File: src/rtl/core/rpfb_fifo.sv
// Short command queue between the classifying front end and the store back end.
module rpfb_fifo #(
    parameter int WIDTH = 8,
    parameter int DEPTH = 8
) (
    input  logic                       clk,
    input  logic                       rst_n,
    input  logic                       push,
    input  logic [WIDTH-1:0]           push_data,
    input  logic                       pop,
    output logic [WIDTH-1:0]           pop_data,
    output logic                       empty,
    output logic [$clog2(DEPTH+1)-1:0] count
);

    localparam int PTR_W = $clog2(DEPTH);
    localparam int CNT_W = $clog2(DEPTH + 1);

    logic [WIDTH-1:0] slot_reg [DEPTH];
    logic [PTR_W-1:0] wr_ptr_reg, wr_ptr_next;
    logic [PTR_W-1:0] rd_ptr_reg, rd_ptr_next;
    logic [CNT_W-1:0] count_reg, count_next;

    always_comb
    begin
        wr_ptr_next = wr_ptr_reg;
        rd_ptr_next = rd_ptr_reg;
        count_next  = count_reg;
        if (push)
        begin
            wr_ptr_next = (wr_ptr_reg == PTR_W'(DEPTH - 1)) ? '0 : wr_ptr_reg + 1'b1;
        end
        if (pop)
        begin
            rd_ptr_next = (rd_ptr_reg == PTR_W'(DEPTH - 1)) ? '0 : rd_ptr_reg + 1'b1;
        end
        if (push && !pop)
        begin
            count_next = count_reg + 1'b1;
        end
        else if (pop && !push)
        begin
            count_next = count_reg - 1'b1;
        end
    end

    always_ff @(posedge clk or negedge rst_n)
    begin
        if (!rst_n)
        begin
            wr_ptr_reg <= '0;
            rd_ptr_reg <= '0;
            count_reg  <= '0;
        end
        else
        begin
            wr_ptr_reg <= wr_ptr_next;
            rd_ptr_reg <= rd_ptr_next;
            count_reg  <= count_next;
        end
    end

    always_ff @(posedge clk)
    begin
        if (push)
        begin
            slot_reg[wr_ptr_reg] <= push_data;
        end
    end

    assign pop_data = slot_reg[rd_ptr_reg];
    assign empty    = (count_reg == '0);
    assign count    = count_reg;

`ifndef SYNTHESIS
    a_no_overflow: assert property (@(posedge clk) disable iff (!rst_n)
        !(push && (count_reg == CNT_W'(DEPTH))))
        else $error("queue push while full");

    a_no_underflow: assert property (@(posedge clk) disable iff (!rst_n)
        pop |-> !empty)
        else $error("queue pop while empty");

    a_push_lands: assert property (@(posedge clk) disable iff (!rst_n)
        (push && !pop) |=> !empty)
        else $error("pushed entry not visible");
`endif

endmodule

File: config.mk
export PLATFORM = sky130hd
export DESIGN_NAME = rpfb_fifo
export DESIGN_NICKNAME = d
export VERILOG_FILES = /design/src/rtl/core/rpfb_fifo.sv
export SDC_FILE = /design/constraint.sdc
export NUM_CORES = 1
export LEC_CHECK = 0
export BUFFER_PORTS_ARGS = -buffer_cell sky130_fd_sc_hd__buf_2
export CAP_MARGIN = 20
export CELL_PAD_IN_SITES_DETAIL_PLACEMENT = 0
export CELL_PAD_IN_SITES_GLOBAL_PLACEMENT = 1
export CORE_ASPECT_RATIO = 1.75
export CORE_MARGIN = 1.5
export CORE_UTILIZATION = 40
export DETAILED_ROUTE_END_ITERATION = 7
export GPL_ROUTABILITY_DRIVEN = 0
export PLACE_DENSITY = 0.64
export SYNTH_ARGS = -nofsm -noshare
export SYNTH_HDL_FRONTEND = slang
export SYNTH_SLANG_ARGS = --single-unit
File: constraint.sdc
create_clock -name clk -period 3.8 [get_ports clk]
set_input_delay 0.19 -clock clk [delete_from_list [all_inputs] [get_ports clk]]
set_output_delay 0.19 -clock clk [all_outputs]
set_load 0.02 [all_outputs]
==> summary.md <==
| Metric | Value |
|---|---|
| TritonCTS clock tree | built |
| Critical Path End Type | output port |
| Effective utilization at floorplan | between 40% and 50% |
| Synth Warn # | 0 |
| Static leakage power | ~0.0013 µW |
| Setup repair bufs after CTS | 0 |
| Top cell type by total area after synthesis | sky130_fd_sc_hd__edfxtp_1 |
| Area growth from synthesis to layout | 14.7% |
| Top post-synthesis cells by count | 64 x sky130_fd_sc_hd__edfxtp_1, 10 x sky130_fd_sc_hd__dfrtp_1 |
| Top-level port count | 25 |
| Global-route wire length before repair | roughly 8.6 mm |
| Global route overflow | 0 |
| Hold_ws | 116 ps |
| Number of buffer cells added on primary ports | 24 |
| Maximum clock frequency | about 380 MHz |
| Remaining max-slew budget at the tightest pin | a little under a third |
| Number of sinks driven by the clock tree | 74 |
| Ratio of final minimum period to clock period | a little over two thirds |
| Number of nets in the layout | around 210 |
| # fillers | approximately 640 |
| Maximum fanout along the worst path | 19 |
| Aggregate negative setup slack | 0 ps |
| Largest clock skew in the final design | roughly 3.1 ps |
| Post-route DRC violation count | 0 |
| Sequential fraction of the synthesis area | 69.7% |
| Layout cell share with drive strength beyond 1 | 30.1% |
| Vertical extent of the die | approximately 120 µm |
| Horizontal die dimension | between 60 and 70 µm |
| Pre-CTS setup slack | ~1500 ps |
| Slew at the pin closest to its max-slew limit | about 1000 ps |
| VDD IR-drop max | about 0.33 mV |
| DR iter-0 viols | 80 |
| Final cell utilization of the core | 47.2% |
| Total inserted antenna cells | 0 |
| Clock input transition at the sequential cells of the worst setup and hold paths | 50 ps |
| Vias | ~1,500 |
| Post-synthesis average cell area | ~20 µm² |
| Core Area | roughly 0.0076 mm² |
| Number of global-route vias before repair | roughly 1,600 |
| Routed wire length | roughly 5.5 mm |
| Antenna violations before repair | 0 |
| Clock buffers created by TritonCTS | 9 |
| Row count | 42 |
| Data arrival time of the critical path | between 2000 and 2500 ps |
| Full die area | ~0.0084 mm² |
| Total power draw | between 2000 and 3000 µW |
| H-tree depth reported by CTS | 3 |
| Share of synthesized cell area in and, or, nand and nor gates | a little over 4% |
| Classification of the worst setup path | reg2out |
| GRT Resource Usage Total | roughly 14% |
| Dominant cell by count in the synthesized netlist | sky130_fd_sc_hd__edfxtp_1 |
| Pwr/cell area | a little under 800 mW/mm² |
| Most used flip-flop cell after synthesis | sky130_fd_sc_hd__edfxtp_1 |
| Combinational family with the most area after synthesis | multiplexers |
| Result of the run | finished clean |
| Wire length per cell | around 20 µm |
| Required time of the critical path | 3610 ps |
| Synth area leaders | sky130_fd_sc_hd__edfxtp_1 62%, sky130_fd_sc_hd__dfrtp_1 8.0%, sky130_fd_sc_hd__mux4_1 6.7%, sky130_fd_sc_hd__mux4_2 5.8%, sky130_fd_sc_hd__mux2_4 3.9% |
| Post-detailed-placement half-perimeter wirelength | 3.51 mm |
| Post-synth cell types | 28 |
| Ys async rst share | around 14% |
| Maximum buffer depth of the clock tree | 2 |
| Clk_lat worst skew | ~330 ps |
| Worst min path class | in2reg |
| Final Hold Viols | 0 |
| Root Driver | sky130_fd_sc_hd__clkbuf_16 |
| Xor/xnor cell area share of the yosys netlist | less than 1% |
| CP Launch Type | flip-flop |
| Crit path time final | ~2600 ps |
| Pin count of the biggest net entering global routing | 20 |
| Post-DRT Antenna Nets | 0 |
| Share of cell area taken by muxes after synthesis | a little under a fifth |
| Netlist area before placement | around 0.0031 mm² |
| Fin. max-slew vios | 0 |
| Max reg flops | 64 |
| Post-synthesis net count | approximately 180 |
| Total setup violations reported at the end of the flow | 0 |
| Adder-cell share of the synthesized area | under 10% |
| PostCTS Resize Cnt | 0 |
| Via/cell ratio | about 5.4 |
| Max Cap Viol | 0 |
| Number of instances in the synthesized netlist | around 160 |
| RSZ-0062 raised after global routing | false |
| Area fraction in compound gates after synthesis | roughly 1.6% |
| First-pass detailed-route iteration total | 4 |
| Crit path setup slack, layout | approximately 1200 ps |
| Number of synthesized flops with an enable pin | 64 |
| Share of the synthesized area in the top cell type | between 60% and 70% |
| Flops & latches, synth | 74 |
kinds of logic (layout without fill, tap and decap cells):
| logic type | after synthesis | after routing |
|---|---|---|
| buffers and inverters | 10 | 45 |
| AO/OA/AOI/OAI | 8 | 8 |
| adder cells (fa/ha/maj) | 8 | 8 |
| multiplexers | 30 | 30 |
| XOR/XNOR | 2 | 2 |
| flip-flops | 74 | 74 |
| AND/OR/NAND/NOR | 26 | 26 |
worst paths after layout:
| check | endpoint | startpoint | cells past startpoint | slack, ps |
|---|---|---|---|---|
| setup reg to reg | rd_ptr_reg[0]$_DFFE_PN0P_ | rd_ptr_reg[0]$_DFFE_PN0P_ | 4 | 1830 |
| hold / removal | slot_reg[4][6]$_DFFE_PP_ | push_data[6] | 1 | 120 |
| min in group asynchronous | count[3]$_DFFE_PN0P_ | rst_n | 2 | 250 |
| max in group asynchronous | count[0]$_DFFE_PN0P_ | rst_n | 2 | 3350 |
| hold reg to reg | wr_ptr_reg[2]$_DFFE_PN0P_ | wr_ptr_reg[2]$_DFFE_PN0P_ | 1 | 570 |
| setup / recovery | pop_data[1] | rd_ptr_reg[0]$_DFFE_PN0P_ | 3 | 1150 |
metal layers:
layer	part of all wire [%]	vias to the layer above	track usage, %	routed length, µm
met2	55	31	25.1	3000
met4	2.2	0	6.97	121
li1	-	707	-	-
met3	4.1	11	4.62	227
met1	39	771	15.9	2140
met5	0	-	0	0
through the flow:
step | area, µm² | cells
floorplan | 3120 | 158
global placement | 3310 | 264
detailed placement | 3310 | 264
CTS | 3570 | 281
global route | 3570 | 281
finish | 3570 | 281
layout make-up:
cell class                 instances  area [µm²]  share of cell area, %
clock inverter                     5        21.3                  0.595
clock buffer                      11         233                   6.51
tap                               88         110                   3.08
inverter                           4        15.0                  0.420
multi-input combinational         74         892                   25.0
timing repair buffer              25         130                   3.64
sequential                        74        2170                   60.8
where the power goes:
part	internal, µW	switching, µW
Clock	432	293
Combinational	456	391
Sequential	1040	199
cell usage in the layout, fill, tap and decap left out, drive strengths merged, types with 2 or more instances in the layout:
master / n
a21oi: 2
buf: 24
clkbuf: 11
clkinv: 5
dfrtp: 10
edfxtp: 64
ha: 7
inv: 4
mux2: 13
mux4: 16
nand2: 5
nand2b: 2
nand3: 2
nand3b: 3
nor2: 8
nor3: 3
o211ai: 2
o21ai: 3
xnor2: 2
worst max-delay path, cell delays in order (launching register included):
cell and delay [ps]:
sky130_fd_sc_hd__dfrtp_1 1030, sky130_fd_sc_hd__mux4_1 670, sky130_fd_sc_hd__mux2_4 270, sky130_fd_sc_hd__buf_2 160
timing repair:
item / CTS / global route
endpoints found under the setup margin: 0 / 0
hold endpoints to repair: 10 / 0
hold buffers: 1 / 0
Note: power is estimated with default switching activity, not from simulation.
