**config.mk**
```make
export PLATFORM = sky130hd
export DESIGN_NAME = rpfb_front
export DESIGN_NICKNAME = d
export VERILOG_FILES = /design/src/rtl/core/rpfb_pkg.sv /design/src/rtl/core/rpfb_front.sv
export SDC_FILE = /design/constraint.sdc
export NUM_CORES = 1
export LEC_CHECK = 0
export ABC_AREA = 1
export BUFFER_PORTS_ARGS = -buffer_cell sky130_fd_sc_hd__buf_2
export CAP_MARGIN = 10
export CORE_MARGIN = 3
export CORE_UTILIZATION = 40
export CTS_CLUSTER_SIZE = 30
export DETAILED_ROUTE_END_ITERATION = 10
export GPL_ROUTABILITY_DRIVEN = 0
export SYNTH_ARGS = -nofsm -noshare
export SYNTH_HDL_FRONTEND = slang
export SYNTH_SLANG_ARGS = --single-unit
```
**constraint.sdc**
```tcl
create_clock -name clk -period 6.9 [get_ports clk]
set_input_delay 1.035 -clock clk [delete_from_list [all_inputs] [get_ports clk]]
set_output_delay 1.035 -clock clk [all_outputs]
set_load 0.01 [all_outputs]
```
**src/rtl/core/rpfb_pkg.sv**
```systemverilog
// Shared types and constants for the rotated pixel frame buffer.
package rpfb_pkg;

    typedef enum logic [1:0] {
        KIND_PIXEL = 2'd0,
        KIND_FILL  = 2'd1,
        KIND_READ  = 2'd2
    } kind_t;

    typedef enum logic [1:0] {
        ROT_0   = 2'd0,
        ROT_90  = 2'd1,
        ROT_180 = 2'd2,
        ROT_270 = 2'd3
    } rot_t;

    typedef enum logic [0:0] {
        CFG_ROTATION = 1'b0,
        CFG_PAGE     = 1'b1
    } cfg_index_t;

    typedef enum logic [1:0] {
        OP_PIXEL = 2'd0,
        OP_FILL  = 2'd1,
        OP_READ  = 2'd2
    } op_t;

    typedef struct packed {
        op_t        op;
        logic       white;
        logic [2:0] bit_pos;
        logic       oob;
    } cmd_ctrl_t;

    typedef enum logic [1:0] {
        BK_CLEAR = 2'd0,
        BK_RUN   = 2'd1,
        BK_FILL  = 2'd2
    } back_state_t;

    localparam int QUEUE_DEPTH = 8;
    localparam int QCNT_W      = $clog2(QUEUE_DEPTH + 1);
    localparam int PAGE_MAX    = 63;
    localparam int CFG_W       = 7;

    localparam logic [7:0] BYTE_ONES = 8'hFF;
    localparam logic [7:0] BYTE_ZERO = 8'h00;
    localparam logic [7:0] BIT_MSB   = 8'h80;

    localparam logic signed [CFG_W-1:0] PAGE_NONE = -7'sd1;

endpackage

```
**src/rtl/core/rpfb_front.sv**
```systemverilog
// Front end: takes items, maps rotated pixels to store addresses, queues commands.
module rpfb_front #(
    parameter int PANEL_WIDTH   = 176,
    parameter int PANEL_HEIGHT  = 264,
    parameter int ROWS_PER_PAGE = 264
) (
    input  logic                                  clk,
    input  logic                                  rst_n,
    input  logic                                  start,
    input  logic [1:0]                            kind,
    input  logic signed [9:0]                     pos_x,
    input  logic signed [9:0]                     pos_y,
    input  logic                                  is_white,
    input  logic [12:0]                           byte_index,
    input  rpfb_pkg::rot_t                        rotation,
    input  logic signed [rpfb_pkg::CFG_W-1:0]     page_number,
    input  logic                                  clearing,
    input  logic [rpfb_pkg::QCNT_W-1:0]           queue_count,
    output logic                                  busy,
    output logic                                  push,
    output rpfb_pkg::cmd_ctrl_t                   push_ctrl,
    output logic [$clog2(((PANEL_WIDTH + 7) / 8) * PANEL_HEIGHT)-1:0] push_addr
);

    import rpfb_pkg::*;

    localparam int BPR         = (PANEL_WIDTH + 7) / 8;
    localparam int STORE_BYTES = BPR * PANEL_HEIGHT;
    localparam int ADDR_W      = $clog2(STORE_BYTES);
    localparam int PX_W        = $clog2(PANEL_WIDTH);
    localparam int PY_W        = $clog2(PANEL_HEIGHT);
    localparam int OFF_W       = $clog2(PAGE_MAX * ROWS_PER_PAGE + 1);
    localparam int SUB_W       = (OFF_W > PY_W) ? OFF_W : PY_W;
    localparam int ROW_MAX     = (PANEL_HEIGHT > ROWS_PER_PAGE) ? PANEL_HEIGHT : ROWS_PER_PAGE;
    localparam int ROW_W       = $clog2(ROW_MAX);
    localparam int AF_W        = $clog2(ROW_MAX * BPR + 1);
    localparam int IDX_W       = 13;
    localparam int CMP_W       = (ADDR_W > IDX_W) ? ADDR_W : IDX_W;
    localparam int SUM_W       = $clog2(QUEUE_DEPTH + 4);

    localparam logic [9:0] PW    = 10'(PANEL_WIDTH);
    localparam logic [9:0] PH    = 10'(PANEL_HEIGHT);
    localparam logic [9:0] PW_M1 = 10'(PANEL_WIDTH - 1);
    localparam logic [9:0] PH_M1 = 10'(PANEL_HEIGHT - 1);

    // stage a: accepted, rotation applied
    logic              a_valid_reg, a_valid_next;
    op_t               a_op_reg, a_op_next;
    logic              a_white_reg, a_white_next;
    logic [PX_W-1:0]   a_px_reg, a_px_next;
    logic [PY_W-1:0]   a_py_reg, a_py_next;
    logic              a_ok_reg, a_ok_next;
    logic              a_page_en_reg, a_page_en_next;
    logic [OFF_W-1:0]  a_off_reg, a_off_next;
    logic [ADDR_W-1:0] a_addr_reg, a_addr_next;
    logic              a_oob_reg, a_oob_next;

    // stage b: page band applied
    logic              b_valid_reg;
    op_t               b_op_reg;
    logic              b_white_reg;
    logic [PX_W-1:0]   b_px_reg;
    logic [ROW_W-1:0]  b_row_reg, b_row_next;
    logic              b_ok_reg, b_ok_next;
    logic [ADDR_W-1:0] b_addr_reg;
    logic              b_oob_reg;

    // stage c: byte address, ready to queue
    logic              c_valid_reg, c_valid_next;
    cmd_ctrl_t         c_ctrl_reg, c_ctrl_next;
    logic [ADDR_W-1:0] c_addr_reg, c_addr_next;

    logic [9:0]        x_u, y_u, lw, lh, px10, py10;
    logic              in_range;
    logic [CMP_W-1:0]  idx_ext;
    logic              take;
    logic [SUB_W-1:0]  py_e, off_e, diff, row_full;
    logic              row_ok;
    logic [AF_W-1:0]   addr_full;
    logic              addr_fits;
    logic [SUM_W-1:0]  pending;

    assign take = start && !busy;

    // rotation and logical bounds
    always_comb
    begin
        x_u      = {1'b0, pos_x[8:0]};
        y_u      = {1'b0, pos_y[8:0]};
        lw       = rotation[0] ? PH : PW;
        lh       = rotation[0] ? PW : PH;
        in_range = !pos_x[9] && !pos_y[9] && (x_u < lw) && (y_u < lh);
        unique case (rotation)
            ROT_0:
            begin
                px10 = x_u;
                py10 = y_u;
            end
            ROT_90:
            begin
                px10 = PW_M1 - y_u;
                py10 = x_u;
            end
            ROT_180:
            begin
                px10 = PW_M1 - x_u;
                py10 = PH_M1 - y_u;
            end
            ROT_270:
            begin
                px10 = y_u;
                py10 = PH_M1 - x_u;
            end
            default:
            begin
                px10 = x_u;
                py10 = y_u;
            end
        endcase
    end

    always_comb
    begin
        idx_ext        = CMP_W'(byte_index);
        a_valid_next   = 1'b0;
        a_op_next      = OP_PIXEL;
        a_white_next   = is_white;
        a_px_next      = px10[PX_W-1:0];
        a_py_next      = py10[PY_W-1:0];
        a_ok_next      = in_range;
        a_page_en_next = !page_number[CFG_W-1] && (page_number != '0);
        a_off_next     = OFF_W'(page_number[5:0]) * OFF_W'(ROWS_PER_PAGE);
        a_addr_next    = idx_ext[ADDR_W-1:0];
        a_oob_next     = (idx_ext >= CMP_W'(STORE_BYTES));
        unique case (kind_t'(kind))
            KIND_PIXEL:
            begin
                a_valid_next = take;
                a_op_next    = OP_PIXEL;
            end
            KIND_FILL:
            begin
                a_valid_next = take;
                a_op_next    = OP_FILL;
            end
            KIND_READ:
            begin
                a_valid_next = take;
                a_op_next    = OP_READ;
            end
            default:
            begin
                a_valid_next = 1'b0;
            end
        endcase
    end

    // page band: row relative to the selected band
    always_comb
    begin
        py_e      = SUB_W'(a_py_reg);
        off_e     = SUB_W'(a_off_reg);
        diff      = py_e - off_e;
        row_ok    = !a_page_en_reg ||
                    ((py_e >= off_e) && (diff < SUB_W'(ROWS_PER_PAGE)));
        row_full  = a_page_en_reg ? diff : py_e;
        b_row_next = row_full[ROW_W-1:0];
        b_ok_next  = a_ok_reg && row_ok;
    end

    // byte address and final drop decision
    always_comb
    begin
        addr_full = AF_W'(b_row_reg) * AF_W'(BPR) + AF_W'(b_px_reg >> 3);
        addr_fits = (addr_full < AF_W'(STORE_BYTES));
        c_valid_next = b_valid_reg &&
                       ((b_op_reg != OP_PIXEL) || (b_ok_reg && addr_fits));
        c_ctrl_next.op      = b_op_reg;
        c_ctrl_next.white   = b_white_reg;
        c_ctrl_next.bit_pos = b_px_reg[2:0];
        c_ctrl_next.oob     = b_oob_reg;
        c_addr_next = (b_op_reg == OP_READ) ? b_addr_reg : addr_full[ADDR_W-1:0];
    end

    always_ff @(posedge clk or negedge rst_n)
    begin
        if (!rst_n)
        begin
            a_valid_reg <= 1'b0;
            b_valid_reg <= 1'b0;
            c_valid_reg <= 1'b0;
        end
        else
        begin
            a_valid_reg <= a_valid_next;
            b_valid_reg <= a_valid_reg;
            c_valid_reg <= c_valid_next;
        end
    end

    always_ff @(posedge clk)
    begin
        a_op_reg      <= a_op_next;
        a_white_reg   <= a_white_next;
        a_px_reg      <= a_px_next;
        a_py_reg      <= a_py_next;
        a_ok_reg      <= a_ok_next;
        a_page_en_reg <= a_page_en_next;
        a_off_reg     <= a_off_next;
        a_addr_reg    <= a_addr_next;
        a_oob_reg     <= a_oob_next;
        b_op_reg      <= a_op_reg;
        b_white_reg   <= a_white_reg;
        b_px_reg      <= a_px_reg;
        b_row_reg     <= b_row_next;
        b_ok_reg      <= b_ok_next;
        b_addr_reg    <= a_addr_reg;
        b_oob_reg     <= a_oob_reg;
        c_ctrl_reg    <= c_ctrl_next;
        c_addr_reg    <= c_addr_next;
    end

    // credit check: queue plus everything in flight must fit
    assign pending = SUM_W'(queue_count) + SUM_W'(a_valid_reg) +
                     SUM_W'(b_valid_reg) + SUM_W'(c_valid_reg);
    assign busy      = clearing || (pending >= SUM_W'(QUEUE_DEPTH));
    assign push      = c_valid_reg;
    assign push_ctrl = c_ctrl_reg;
    assign push_addr = c_addr_reg;

endmodule

```
==> flow_results.xml, run 1 <==
<?xml version="1.0" encoding="UTF-8"?>
<metrics>
  <group name="synth">
    <metric name="synth-adder-area-share" unit="%">15.9</metric>
    <metric name="synthDistinctLibCells" unit="">41</metric>
    <metric name="synthesis.area_per_instance" unit="µm²">8.47</metric>
    <metric name="yosys-mux-area-fraction" unit="%">0</metric>
    <metric name="yosys_register_bits" unit="">106</metric>
    <metric name="synth-compound-area-share" unit="%">10.5</metric>
    <metric name="post_synth_xor_area_fraction" unit="%">3.06</metric>
    <metric name="synth.yosys.warnings" unit="">0</metric>
    <metric name="post_synth_and_or_nand_nor_area_fraction" unit="%">18.8</metric>
    <metric name="sequential_area_share_after_synthesis" unit="%">44.3</metric>
    <metric name="main_combinational_cell_family_by_area_after_synthesis" unit="">simple AND/OR/NAND/NOR gates</metric>
    <metric name="synthesis.instances" unit="">569</metric>
    <metric name="post_synth_instance_area" unit="µm²">4820</metric>
    <metric name="syn-num-nets" unit="">678</metric>
  </group>
  <group name="placement">
    <metric name="placedCellCount" unit="">780</metric>
    <metric name="preCtsSetupSlack" unit="ns">3.36</metric>
    <metric name="buffer_ports.inserted" unit="">74</metric>
    <metric name="dpl_cell_area" unit="µm²">5340</metric>
    <metric name="placed_wire_length_estimate_after_detailed_placement" unit="µm">7480</metric>
  </group>
  <group name="clock_network">
    <metric name="cts_num_sinks" unit="">106</metric>
    <metric name="clk_latency" unit="ns">0.34</metric>
    <metric name="clock_transition_at_the_registers_of_the_reported_paths" unit="ns">0.07</metric>
    <metric name="cts-resized-gates" unit="">0</metric>
    <metric name="tritoncts" unit="">built</metric>
    <metric name="cts_hold_repair.buffers" unit="">0</metric>
    <metric name="post-cts-setup-buffer-count" unit="">0</metric>
    <metric name="cts_max_level" unit="">3</metric>
    <metric name="clk_root_buffer_cell" unit="">sky130_fd_sc_hd__clkbuf_16</metric>
    <metric name="ctsLongestPathBuffers" unit="">2</metric>
    <metric name="tritoncts.num_buffers" unit="">9</metric>
  </group>
  <group name="pwr">
    <metric name="vdd_drop_max" unit="mV">0.147</metric>
    <metric name="combinationalPowerShare" unit="%">43.2</metric>
    <metric name="power.net_switching" unit="mW">0.837</metric>
    <metric name="cellLeakagePower" unit="nW">2.91</metric>
    <metric name="power_switching_share" unit="%">39.4</metric>
    <metric name="share_clk_of_total_power" unit="%">22.4</metric>
    <metric name="internal-power" unit="mW">1.29</metric>
    <metric name="part_of_the_total_power_dissipated_in_sequential_elements" unit="%">34.4</metric>
    <metric name="cellPowerDensity" unit="nW/µm²">377</metric>
  </group>
  <group name="global_routing">
    <metric name="overflow" unit="">0</metric>
    <metric name="vias_in_the_first_global_route" unit="">3513</metric>
    <metric name="grt_pass1_wl" unit="µm">15500</metric>
    <metric name="antenna_found_initial" unit="">0</metric>
    <metric name="grtUsageTotal" unit="%">14.4</metric>
    <metric name="grt_start_max_net_pins" unit="">22</metric>
  </group>
  <group name="status">
    <metric name="outcome" unit="">completed</metric>
  </group>
  <group name="timing">
    <metric name="finalCriticalPeriod" unit="ns">3.55</metric>
    <metric name="timing.final.max_slew_violations" unit="">0</metric>
    <metric name="max_clock_freq" unit="GHz">0.282</metric>
    <metric name="timing.max_slew.rel_slack" unit="%">42.7</metric>
    <metric name="finalSetupTns" unit="ns">0</metric>
    <metric name="finalClockSkew" unit="ns">0.00704</metric>
    <metric name="hold_violations" unit="">0</metric>
    <metric name="timing.final.crit_share" unit="%">51.4</metric>
    <metric name="rsz0062_at_grt" unit="">false</metric>
    <metric name="layout_setup_ws" unit="ns">3.35</metric>
    <metric name="transition_time_of_the_tightest_slew_check_pin" unit="ns">0.856</metric>
    <metric name="finalSetupViolCount" unit="">0</metric>
  </group>
  <group name="drt">
    <metric name="detail_route.vias_per_cell" unit="">4.78</metric>
    <metric name="via_count" unit="">3802</metric>
    <metric name="detail-route-antenna-nets" unit="">0</metric>
    <metric name="avgRoutedWirePerCell" unit="µm">11.5</metric>
    <metric name="drc_errors" unit="">0</metric>
    <metric name="first_iter_violations" unit="">190</metric>
    <metric name="dr.pass1.iters" unit="">5</metric>
    <metric name="routed_wire_length" unit="µm">9120</metric>
  </group>
  <group name="critical_path">
    <metric name="critical_path.startpoint_type" unit="">primary input</metric>
    <metric name="worstSetupPathType" unit="">primary input to primary output</metric>
    <metric name="cp.buffers_inverters" unit="">3</metric>
    <metric name="cp-end-kind" unit="">primary output</metric>
    <metric name="max_stage_delay" unit="ns">0.41</metric>
    <metric name="arrival" unit="ns">2.51</metric>
    <metric name="critical-path-slowest-cell" unit="">sky130_fd_sc_hd__fa_1</metric>
    <metric name="critical-path-top-delay-family" unit="">adder cells</metric>
    <metric name="path_cells" unit="">buf_2, fa_1, ha_1, nand2_1, inv_1, o21ai_0, xor2_1, nand2_1, buf_2</metric>
    <metric name="path_max_fanout" unit="">2</metric>
    <metric name="cp_data_required_time" unit="ns">5.86</metric>
  </group>
  <group name="layout">
    <metric name="nets" unit="">757</metric>
    <metric name="regArea" unit="µm²">2140</metric>
    <metric name="fillerInstances" unit="">1130</metric>
    <metric name="multiInputGateArea" unit="µm²">2330</metric>
    <metric name="syn_to_final_growth" unit="%">16.8</metric>
    <metric name="drive_gt1_share" unit="%">15.6</metric>
    <metric name="fin_util" unit="%">48.5</metric>
    <metric name="post_route_non_filler_standard_cell_count" unit="">796</metric>
    <metric name="antenna_cells" unit="">0</metric>
    <metric name="post-route-cell-area" unit="µm²">5630</metric>
  </group>
  <group name="die">
    <metric name="design.portCount" unit="">75</metric>
    <metric name="die_y" unit="µm">116</metric>
    <metric name="floorplan.initialDensity" unit="%">41.5</metric>
    <metric name="rows" unit="">39</metric>
    <metric name="dieArea" unit="µm²">13400</metric>
    <metric name="die_width" unit="µm">116</metric>
    <metric name="core_area" unit="µm²">11600</metric>
  </group>
  <group name="worst_hold_path">
    <metric name="worst_hold_path_type" unit="">flip-flop to flip-flop</metric>
  </group>
  <group name="job">
    <metric name="max-cap-violations" unit="">0</metric>
  </group>
</metrics>
## cells in the final DEF (no fill, tap or decap), types with 10 or more instances in the layout
master / instances
sky130_fd_sc_hd__nand2_1: 128
sky130_fd_sc_hd__dfxtp_1: 103
sky130_fd_sc_hd__inv_1: 86
sky130_fd_sc_hd__buf_2: 74
sky130_fd_sc_hd__ha_1: 47
sky130_fd_sc_hd__nor2_1: 38
sky130_fd_sc_hd__o21ai_0: 30
sky130_fd_sc_hd__nand3_1: 29
sky130_fd_sc_hd__a21oi_1: 20
sky130_fd_sc_hd__xor2_1: 10
## power by group through the flow
stage	Sequential [mW]	Combinational, mW	Clock, mW
floorplan	0.757	0.686	0
global placement	0.745	0.899	0
detailed placement	0.746	0.918	0
CTS	0.733	0.922	0.489
global route	0.740	1.08	0.516
finish	0.730	0.918	0.475
## path summary, 6_finish.rpt
| check | startpoint | to | slack [ns] | depth (start not counted) |
|---|---|---|---|---|
| min | a_py_reg[1] | b_row_reg[1] | 0.33 | 0 |
| max reg2reg | b_row_reg[5] | push | 3.80 | 17 |
| min reg2reg | a_py_reg[1] | b_row_reg[1] | 0.33 | 0 |
| max in group asynchronous | rst_n | b_valid_reg | 6.31 | 1 |
| max | queue_count[0] | busy | 3.35 | 9 |
| min in group asynchronous | rst_n | a_valid_reg | 0.48 | 1 |
## synthesized netlist by cell type, drive strengths merged
| library cell | n | area, µm² |
|---|---|---|
| nand3 | 31 | 165 |
| dfxtp | 103 | 2060 |
| a21oi | 21 | 109 |
| a221o | 2 | 20.0 |
| a211oi | 1 | 7.51 |
| inv | 87 | 327 |
| o21a | 1 | 7.51 |
| clkbuf | 3 | 11.3 |
| a21o | 1 | 7.51 |
| or4 | 1 | 7.51 |
| a31oi | 5 | 31.3 |
| o22ai | 3 | 18.8 |
| o21ai | 31 | 155 |
| nor4 | 3 | 18.8 |
| nand2 | 129 | 487 |
| o221ai | 6 | 52.6 |
| xor2 | 11 | 104 |
| nand4 | 6 | 37.5 |
| buf | 3 | 17.5 |
| a21boi | 2 | 15.0 |
| or2 | 1 | 8.76 |
| xnor2 | 5 | 43.8 |
| a221oi | 2 | 17.5 |
| nor2 | 43 | 179 |
| ha | 47 | 588 |
| nor3 | 1 | 5.00 |
| o211a | 1 | 10.0 |
| a211o | 1 | 8.76 |
| o211ai | 4 | 30.0 |
| dfrtp | 3 | 75.1 |
| fa | 9 | 180 |
| o21bai | 2 | 15.0 |
## cells by family (layout without fill, tap and decap cells)
group,after synthesis,count (layout)
AND/OR/NAND/NOR,215,215
flip-flops,106,106
buffers and inverters,93,177
AO/OA/AOI/OAI,83,83
adder cells (fa/ha/maj),56,56
XOR/XNOR,16,16
## metal layers
metal	up-vias	track usage (%)	share of wire (%)
met5	-	0	0
met2	72	23.9	49
met1	1721	19.0	47
met4	0	4.95	0.91
met3	8	2.56	3.9
li1	2001	-	-
## worst reg2reg max path, stage by stage, from the launching register on
cell	delay, ns
sky130_fd_sc_hd__dfxtp_1	0.35
sky130_fd_sc_hd__ha_1	0.28
sky130_fd_sc_hd__inv_1	0.05
sky130_fd_sc_hd__fa_1	0.50
sky130_fd_sc_hd__inv_1	0.04
sky130_fd_sc_hd__ha_1	0.36
sky130_fd_sc_hd__a21oi_1	0.31
sky130_fd_sc_hd__nand2_1	0.15
sky130_fd_sc_hd__nand2_1	0.08
sky130_fd_sc_hd__nand2_1	0.10
sky130_fd_sc_hd__nor2_2	0.14
sky130_fd_sc_hd__nand2_1	0.09
sky130_fd_sc_hd__nor3_1	0.14
sky130_fd_sc_hd__nand2_1	0.10
sky130_fd_sc_hd__nand2_1	0.07
sky130_fd_sc_hd__nand2_1	0.10
sky130_fd_sc_hd__nand2_1	0.09
sky130_fd_sc_hd__a21oi_2	0.05
## area by class of cell
type,count,share of cell area [%]
multi-input combinational,370,41.4
sequential,106,38.0
timing repair buffer,74,6.58
inverter,87,5.80
clock buffer,9,4.00
tap,143,3.18
clock inverter,7,1.11
## stage by stage
step,power [mW],hold slack (ns)
3_3_place_gp,1.64,0.311
3_5_place_dp,1.66,0.313
6_report,2.12,0.327
4_1_cts,2.14,0.325
2_1_floorplan,1.44,0.310
5_1_grt,2.33,0.331
Note: power is estimated with default switching activity, not from simulation.
==> inputs of run 2 (changes only) <==
Settings changed: ABC_AREA 1 to 0.
Clock period 6.9 ns to 3.7 ns, I/O delays scaled along.
==> run 2 against run 1 <==
Area after synthesis is 3.0% lower; non-clock buffer count increased by 1; via count is 14% lower; register-to-register slack got worse by 3.4 ns; sequential power up 88%; worst setup slack worse by 2.9 ns; clock skew up 0.0021 ns; hold slack got worse by 0.026 ns; largest power group unchanged.
==> flow_results.xml, run 2 <==
<?xml version="1.0" encoding="UTF-8"?>
<metrics>
  <group name="timing">
    <metric name="fin_worst_hold_slack" unit="ns">0.301</metric>
    <metric name="transition_time_of_the_tightest_slew_check_pin" unit="ns">0.638</metric>
    <metric name="finalCriticalPeriod" unit="ns">3.28</metric>
    <metric name="finalSetupTns" unit="ns">0</metric>
    <metric name="timing.max_slew.rel_slack" unit="%">57.4</metric>
    <metric name="finalClockSkew" unit="ns">0.00910</metric>
    <metric name="rsz0062_at_grt" unit="">false</metric>
    <metric name="layout_setup_ws" unit="ns">0.425</metric>
    <metric name="timing.final.max_slew_violations" unit="">0</metric>
    <metric name="max_clock_freq" unit="GHz">0.305</metric>
    <metric name="finalSetupViolCount" unit="">0</metric>
    <metric name="timing.final.crit_share" unit="%">88.5</metric>
    <metric name="hold_violations" unit="">0</metric>
  </group>
  <group name="clock_network">
    <metric name="tritoncts" unit="">built</metric>
    <metric name="clk_root_buffer_cell" unit="">sky130_fd_sc_hd__clkbuf_16</metric>
    <metric name="ctsLongestPathBuffers" unit="">2</metric>
    <metric name="post-cts-setup-buffer-count" unit="">0</metric>
    <metric name="cts_max_level" unit="">3</metric>
    <metric name="cts_num_sinks" unit="">106</metric>
    <metric name="clk_latency" unit="ns">0.35</metric>
    <metric name="clock_transition_at_the_registers_of_the_reported_paths" unit="ns">0.08</metric>
    <metric name="tritoncts.num_buffers" unit="">9</metric>
  </group>
  <group name="synth">
    <metric name="yosys_top_cell_by_area" unit="">sky130_fd_sc_hd__dfxtp_1</metric>
    <metric name="main_combinational_cell_family_by_area_after_synthesis" unit="">adder cells</metric>
    <metric name="synth_edf_count" unit="">0</metric>
    <metric name="yosys.area.top_type_share" unit="%">44.1</metric>
    <metric name="post_synth_xor_area_fraction" unit="%">5.40</metric>
    <metric name="sequential_area_share_after_synthesis" unit="%">45.7</metric>
    <metric name="yosys-mux-area-fraction" unit="%">4.97</metric>
    <metric name="synth.yosys.warnings" unit="">0</metric>
    <metric name="synth-compound-area-share" unit="%">12.4</metric>
    <metric name="synthesis.instances" unit="">443</metric>
    <metric name="post_synth_most_frequent_cells" unit="">103 x sky130_fd_sc_hd__dfxtp_1, 47 x sky130_fd_sc_hd__ha_1, 37 x sky130_fd_sc_hd__inv_1</metric>
    <metric name="yosys_register_bits" unit="">106</metric>
    <metric name="synthesis.area_per_instance" unit="µm²">10.6</metric>
    <metric name="synth-adder-area-share" unit="%">16.4</metric>
    <metric name="synth_area_leaders" unit="">sky130_fd_sc_hd__dfxtp_1 44%, sky130_fd_sc_hd__ha_1 13%, sky130_fd_sc_hd__fa_1 3.9%, sky130_fd_sc_hd__xnor2_1 3.6%, sky130_fd_sc_hd__mux2i_1 3.2%</metric>
    <metric name="post_synth_instance_area" unit="µm²">4680</metric>
    <metric name="post_synth_and_or_nand_nor_area_fraction" unit="%">11.4</metric>
    <metric name="syn-num-nets" unit="">552</metric>
    <metric name="synth_ff_type" unit="">sky130_fd_sc_hd__dfxtp_1</metric>
    <metric name="async_reset_ff_share" unit="%">2.83</metric>
    <metric name="synthDistinctLibCells" unit="">58</metric>
    <metric name="synthMostInstantiatedCell" unit="">sky130_fd_sc_hd__dfxtp_1</metric>
  </group>
  <group name="drt">
    <metric name="first_iter_violations" unit="">109</metric>
    <metric name="dr.pass1.iters" unit="">6</metric>
    <metric name="drc_errors" unit="">0</metric>
    <metric name="via_count" unit="">3260</metric>
    <metric name="routed_wire_length" unit="µm">8330</metric>
    <metric name="detail-route-antenna-nets" unit="">0</metric>
    <metric name="detail_route.vias_per_cell" unit="">4.91</metric>
    <metric name="avgRoutedWirePerCell" unit="µm">12.5</metric>
  </group>
  <group name="global_routing">
    <metric name="vias_in_the_first_global_route" unit="">3231</metric>
    <metric name="antenna_found_initial" unit="">0</metric>
    <metric name="globalRouteMet3Util" unit="%">4.81</metric>
    <metric name="grt_start_max_net_pins" unit="">30</metric>
    <metric name="groute.layer.met1.usage" unit="%">14.9</metric>
    <metric name="grt_pass1_wl" unit="µm">13900</metric>
    <metric name="grt_most_used_layer" unit="">met2</metric>
    <metric name="grtUsageTotal" unit="%">13.3</metric>
    <metric name="groute.layer.met2.usage" unit="%">23.7</metric>
    <metric name="overflow" unit="">0</metric>
  </group>
  <group name="status">
    <metric name="outcome" unit="">completed</metric>
  </group>
  <group name="pwr">
    <metric name="design_power_total" unit="mW">4.32</metric>
    <metric name="cellPowerDensity" unit="nW/µm²">784</metric>
    <metric name="cellLeakagePower" unit="nW">2.63</metric>
    <metric name="vdd_drop_max" unit="mV">0.531</metric>
  </group>
  <group name="critical_path">
    <metric name="cp-end-kind" unit="">flip-flop</metric>
    <metric name="critical_path.startpoint_type" unit="">flip-flop</metric>
    <metric name="timing.critical_path.from" unit="">b_row_reg[1]</metric>
    <metric name="arrival" unit="ns">3.51</metric>
    <metric name="worst_r2r_startpoint" unit="">b_row_reg[1]</metric>
    <metric name="path_max_fanout" unit="">5</metric>
    <metric name="reg2reg_path_depth" unit="">10</metric>
    <metric name="cp_data_required_time" unit="ns">3.93</metric>
    <metric name="timing.reg2reg.setup_slack" unit="ns">0.42</metric>
    <metric name="setup.worst_path.end" unit="">push_addr[12]</metric>
    <metric name="worstSetupPathType" unit="">flip-flop to flip-flop</metric>
    <metric name="regToRegEndpoint" unit="">push_addr[12]</metric>
  </group>
  <group name="die">
    <metric name="design.portCount" unit="">75</metric>
    <metric name="rows" unit="">38</metric>
    <metric name="die_y" unit="µm">114</metric>
    <metric name="floorplan.initialDensity" unit="%">42.0</metric>
    <metric name="die_width" unit="µm">114</metric>
    <metric name="core_area" unit="µm²">11100</metric>
    <metric name="dieArea" unit="µm²">13000</metric>
  </group>
  <group name="job">
    <metric name="max-cap-violations" unit="">0</metric>
  </group>
  <group name="placement">
    <metric name="placedCellCount" unit="">647</metric>
    <metric name="placed_wire_length_estimate_after_detailed_placement" unit="µm">6620</metric>
    <metric name="buffer_ports.inserted" unit="">74</metric>
    <metric name="preCtsSetupSlack" unit="ns">0.404</metric>
  </group>
  <group name="layout">
    <metric name="nets" unit="">628</metric>
    <metric name="antenna_cells" unit="">0</metric>
    <metric name="post_route_non_filler_standard_cell_count" unit="">664</metric>
    <metric name="layout.cells.most_common" unit="">sky130_fd_sc_hd__dfxtp_1</metric>
    <metric name="layout.cells.most_common_list" unit="">103 x sky130_fd_sc_hd__dfxtp_1, 74 x sky130_fd_sc_hd__buf_2, 47 x sky130_fd_sc_hd__ha_1</metric>
    <metric name="drive_gt1_share" unit="%">21.2</metric>
    <metric name="syn_to_final_growth" unit="%">17.8</metric>
  </group>
  <group name="worst_hold_path">
    <metric name="worst_hold_path_type" unit="">primary input to flip-flop</metric>
  </group>
</metrics>
[run 2: cell count changes after synthesis, sizes merged, moves of 5 or more]
cell    delta
nand2    -103
inv       -50
nand3     -24
nor2      -20
mux2i     +15
xnor2     +15
o21ai      -9
a21o       +8
and3       +7
clkbuf     +7
mux2       +7
o221ai     -6
nor2b      +5
[run 2: how the worst min path moves through the flow]
stage                        startpoint       endpoint  slack (ns)  cells past startpoint
final                     byte_index[3]  a_addr_reg[3]        0.30                      1
after global routing      byte_index[2]  a_addr_reg[2]        0.28                      1
after CTS                 byte_index[2]  a_addr_reg[2]        0.28                      1
after detailed placement  a_addr_reg[0]  b_addr_reg[0]        0.31                      0
after global placement      b_white_reg   push_ctrl[4]        0.31                      0
after floorplan                   rst_n    a_valid_reg        0.26                      0
[run 2: power breakdown]
part | leakage, nW | switching, mW | internal (mW)
sequential | 0.908 | 0.0585 | 1.31
clock | 0.156 | 0.434 | 0.543
combinational | 1.57 | 1.05 | 0.921
total | 2.63 | 1.54 | 2.78
[run 2: stage by stage]
stage,instance area (µm²),util (%)
final,5510,49.5
after global routing,5510,49.5
after CTS,5510,49.5
after detailed placement,5190,46.6
after global placement,5190,46.6
after floorplan,4680,-
[run 2: metal layers]
layer / vias up / share of wire (%) / wire [µm]
met3: 8 / 5.6 / 465
met1: 1481 / 45 / 3710
li1: 1694 / - / -
met2: 77 / 49 / 4050
met4: 0 / 1.2 / 104
met5: - / 0 / 0
[run 2: kinds of logic after synthesis]
group | Yosys count
adders and majority gates | 56
and+or+nand+nor | 96
DFF | 106
muxes | 22
buffers and inverters | 47
AOI/OAI and AO/OA | 88
xor gates and xnor gates | 28
[run 2: area by class of cell]
class                      count  area (µm²)
clock inverter                 7        90.1
clock buffer                   9         225
timing repair buffer          75         380
sequential                   106        2140
inverter                      37         139
multi-input combinational    290        2360
tap                          140         175
fill                        1064        5610
[run 2: worst max-delay path, cell delays in order (launching register included)]
cell and delay (ns):
sky130_fd_sc_hd__dfxtp_1 0.34, sky130_fd_sc_hd__ha_1 0.31, sky130_fd_sc_hd__fa_1 0.46, sky130_fd_sc_hd__ha_1 0.40
sky130_fd_sc_hd__a21oi_2 0.26, sky130_fd_sc_hd__a21oi_1 0.14, sky130_fd_sc_hd__or4_4 0.50, sky130_fd_sc_hd__and3_4 0.19
sky130_fd_sc_hd__nor4b_4 0.13, sky130_fd_sc_hd__xor2_1 0.16, sky130_fd_sc_hd__mux2_4 0.26
[run 2: repair_timing]
item / in CTS / in global routing
endpoints found under the setup margin: 0 / 0
endpoints found under the hold margin: 3 / 0
hold buffers: 1 / 0
gates resized for setup: 0 / 0
==> inputs of run 3 (changes only) <==
Settings changed: RECOVER_POWER set to 100.
==> run 3 against run 2 <==
Critical path depth stayed put; routed wire length is 0.40% higher; cell count stayed put; global-route usage stayed put; sequential share of layout area is 0.41 points higher; count of clock-buffer cells in the layout stayed put; via count is 0.49% lower; clock power hardly changed; first-iteration DRC count is 4.6% lower; combinational power is 4% lower; highest routed layer unchanged; clock skew hardly changed; power is 1.5% lower.
==> flow_results.xml, run 3 (synthesis results as in run 2) <==
<?xml version="1.0" encoding="UTF-8"?>
<metrics>
  <group name="status">
    <metric name="outcome" unit="">completed</metric>
  </group>
  <group name="timing">
    <metric name="finalCriticalPeriod" unit="ns">3.42</metric>
    <metric name="transition_time_of_the_tightest_slew_check_pin" unit="ns">1.41</metric>
    <metric name="timing.max_slew.rel_slack" unit="%">6.13</metric>
    <metric name="hold_violations" unit="">0</metric>
    <metric name="timing.final.crit_share" unit="%">92.5</metric>
    <metric name="finalClockSkew" unit="ns">0.00918</metric>
    <metric name="rsz0062_at_grt" unit="">false</metric>
    <metric name="max_clock_freq" unit="GHz">0.292</metric>
    <metric name="timing.final.max_slew_violations" unit="">0</metric>
    <metric name="layout_setup_ws" unit="ns">0.276</metric>
    <metric name="finalSetupTns" unit="ns">0</metric>
    <metric name="finalSetupViolCount" unit="">0</metric>
  </group>
  <group name="critical_path">
    <metric name="max_stage_delay" unit="ns">0.50</metric>
    <metric name="path_cells" unit="">ha_1, fa_1, ha_1, a21oi_1, a21oi_1, or4_1, and3_1, nor4b_4, xor2_1, mux2_4</metric>
    <metric name="worstSetupPathType" unit="">flip-flop to flip-flop</metric>
    <metric name="cp-end-kind" unit="">flip-flop</metric>
    <metric name="path_max_fanout" unit="">5</metric>
    <metric name="timing.critical_path.from" unit="">b_row_reg[1]</metric>
    <metric name="arrival" unit="ns">3.65</metric>
    <metric name="reg2reg_path_depth" unit="">10</metric>
    <metric name="worst_r2r_startpoint" unit="">b_row_reg[1]</metric>
    <metric name="critical_path.startpoint_type" unit="">flip-flop</metric>
    <metric name="critical-path-slowest-cell" unit="">sky130_fd_sc_hd__or4_1</metric>
    <metric name="cp_data_required_time" unit="ns">3.93</metric>
  </group>
  <group name="global_routing">
    <metric name="vias_in_the_first_global_route" unit="">3231</metric>
    <metric name="grt_pass1_wl" unit="µm">13900</metric>
    <metric name="overflow" unit="">0</metric>
    <metric name="antenna_found_initial" unit="">0</metric>
    <metric name="grt_start_max_net_pins" unit="">30</metric>
    <metric name="grtUsageTotal" unit="%">13.3</metric>
  </group>
  <group name="die">
    <metric name="floorplan.initialDensity" unit="%">42.0</metric>
    <metric name="core_area" unit="µm²">11100</metric>
    <metric name="design.portCount" unit="">75</metric>
    <metric name="die_y" unit="µm">114</metric>
    <metric name="dieArea" unit="µm²">13000</metric>
    <metric name="rows" unit="">38</metric>
    <metric name="die_width" unit="µm">114</metric>
  </group>
  <group name="placement">
    <metric name="placed_wire_length_estimate_after_detailed_placement" unit="µm">6620</metric>
    <metric name="dpl_cell_area" unit="µm²">5190</metric>
    <metric name="buffer_ports.inserted" unit="">74</metric>
    <metric name="preCtsSetupSlack" unit="ns">0.404</metric>
  </group>
  <group name="drt">
    <metric name="routed_wire_length" unit="µm">8360</metric>
    <metric name="dr.pass1.iters" unit="">4</metric>
    <metric name="first_iter_violations" unit="">104</metric>
    <metric name="avgRoutedWirePerCell" unit="µm">12.6</metric>
    <metric name="drc_errors" unit="">0</metric>
    <metric name="via_count" unit="">3244</metric>
    <metric name="detail-route-antenna-nets" unit="">0</metric>
    <metric name="detail_route.vias_per_cell" unit="">4.89</metric>
  </group>
  <group name="clock_network">
    <metric name="cts_max_level" unit="">3</metric>
    <metric name="tritoncts" unit="">built</metric>
    <metric name="cts_num_sinks" unit="">106</metric>
    <metric name="tritoncts.num_buffers" unit="">9</metric>
    <metric name="clk_latency" unit="ns">0.35</metric>
    <metric name="clk_root_buffer_cell" unit="">sky130_fd_sc_hd__clkbuf_16</metric>
    <metric name="ctsLongestPathBuffers" unit="">2</metric>
    <metric name="cts-resized-gates" unit="">0</metric>
    <metric name="clock_transition_at_the_registers_of_the_reported_paths" unit="ns">0.08</metric>
  </group>
  <group name="layout">
    <metric name="antenna_cells" unit="">0</metric>
    <metric name="layout.cells.most_common" unit="">sky130_fd_sc_hd__dfxtp_1</metric>
    <metric name="syn_to_final_growth" unit="%">16.6</metric>
    <metric name="drive_gt1_share" unit="%">13.7</metric>
    <metric name="post-route-cell-area" unit="µm²">5450</metric>
    <metric name="nets" unit="">628</metric>
    <metric name="layout.cells.most_common_list" unit="">103 x sky130_fd_sc_hd__dfxtp_1, 47 x sky130_fd_sc_hd__ha_1, 38 x sky130_fd_sc_hd__buf_2</metric>
    <metric name="fillerInstances" unit="">1081</metric>
  </group>
  <group name="worst_hold_path">
    <metric name="worst_hold_path_type" unit="">primary input to flip-flop</metric>
    <metric name="worstHoldPathCells" unit="">1</metric>
    <metric name="holdCritStartpoint" unit="">byte_index[3]</metric>
  </group>
  <group name="pwr">
    <metric name="design_power_total" unit="mW">4.25</metric>
    <metric name="cellLeakagePower" unit="nW">2.53</metric>
    <metric name="cellPowerDensity" unit="nW/µm²">780</metric>
    <metric name="vdd_drop_max" unit="mV">0.477</metric>
  </group>
  <group name="job">
    <metric name="max-cap-violations" unit="">0</metric>
  </group>
</metrics>
==> run 3: cell types whose count changed in the layout (fill, tap and decap cells not counted), sizes merged <==
| cell | delta |
|---|---|
| clkbuf | +36 |
| buf | -36 |
==> run 3: worst paths after layout <==
kind	to	slack, ns
max	push_addr[12]	0.28
min	a_addr_reg[3]	0.30
max reg2reg	push_addr[12]	0.28
min reg2reg	b_addr_reg[0]	0.32
max in group asynchronous	b_valid_reg	2.99
min in group asynchronous	a_valid_reg	0.55
==> run 3: critical path: cells and delay by family, from the launching register on <==
family,cells,cell delay (ns)
AOI/OAI and AO/OA,2,0.53
xor gates and xnor gates,1,0.16
muxes,1,0.27
DFF,1,0.34
adders and majority gates,3,1.15
and+or+nand+nor,3,0.86
==> run 3: area by class of cell <==
class	count	area (µm²)	share of cell area [%]
multi-input combinational	290	2350	43.1
timing repair buffer	75	335	6.15
sequential	106	2140	39.2
clock buffer	9	225	4.13
tap	140	175	3.21
inverter	37	139	2.55
clock inverter	7	90.1	1.65
==> run 3: stage by stage <==
step           std cells  utilization (%)  hold WS [ns]
5_1_grt              664             49.0         0.277
4_1_cts              664             49.5         0.281
6_report             664             49.0         0.301
3_3_place_gp         647             46.6         0.310
3_5_place_dp         647             46.6         0.312
2_1_floorplan        443                -         0.259
==> run 3: what timing repair did <==
item | in CTS | in global routing
endpoints found under the setup margin | 0 | 0
endpoints found under the hold margin | 3 | 0
buffers inserted | 0 | 0
hold buffers | 1 | 0
==> run 3: per-layer routing <==
metal,up-vias,wire [µm],global-route usage [%]
li1,1692,-,-
met1,1472,3720,14.9
met2,72,4070,23.7
met3,8,470,4.81
met4,0,104,4.04
met5,-,0,0
==> run 3: where the power goes <==
| part | total (mW) | switching, mW | internal [mW] |
|---|---|---|---|
| logic | 1.90 | 1.04 | 0.862 |
| clock network | 0.978 | 0.434 | 0.543 |
| registers | 1.37 | 0.0608 | 1.31 |
| total | 4.25 | 1.54 | 2.72 |
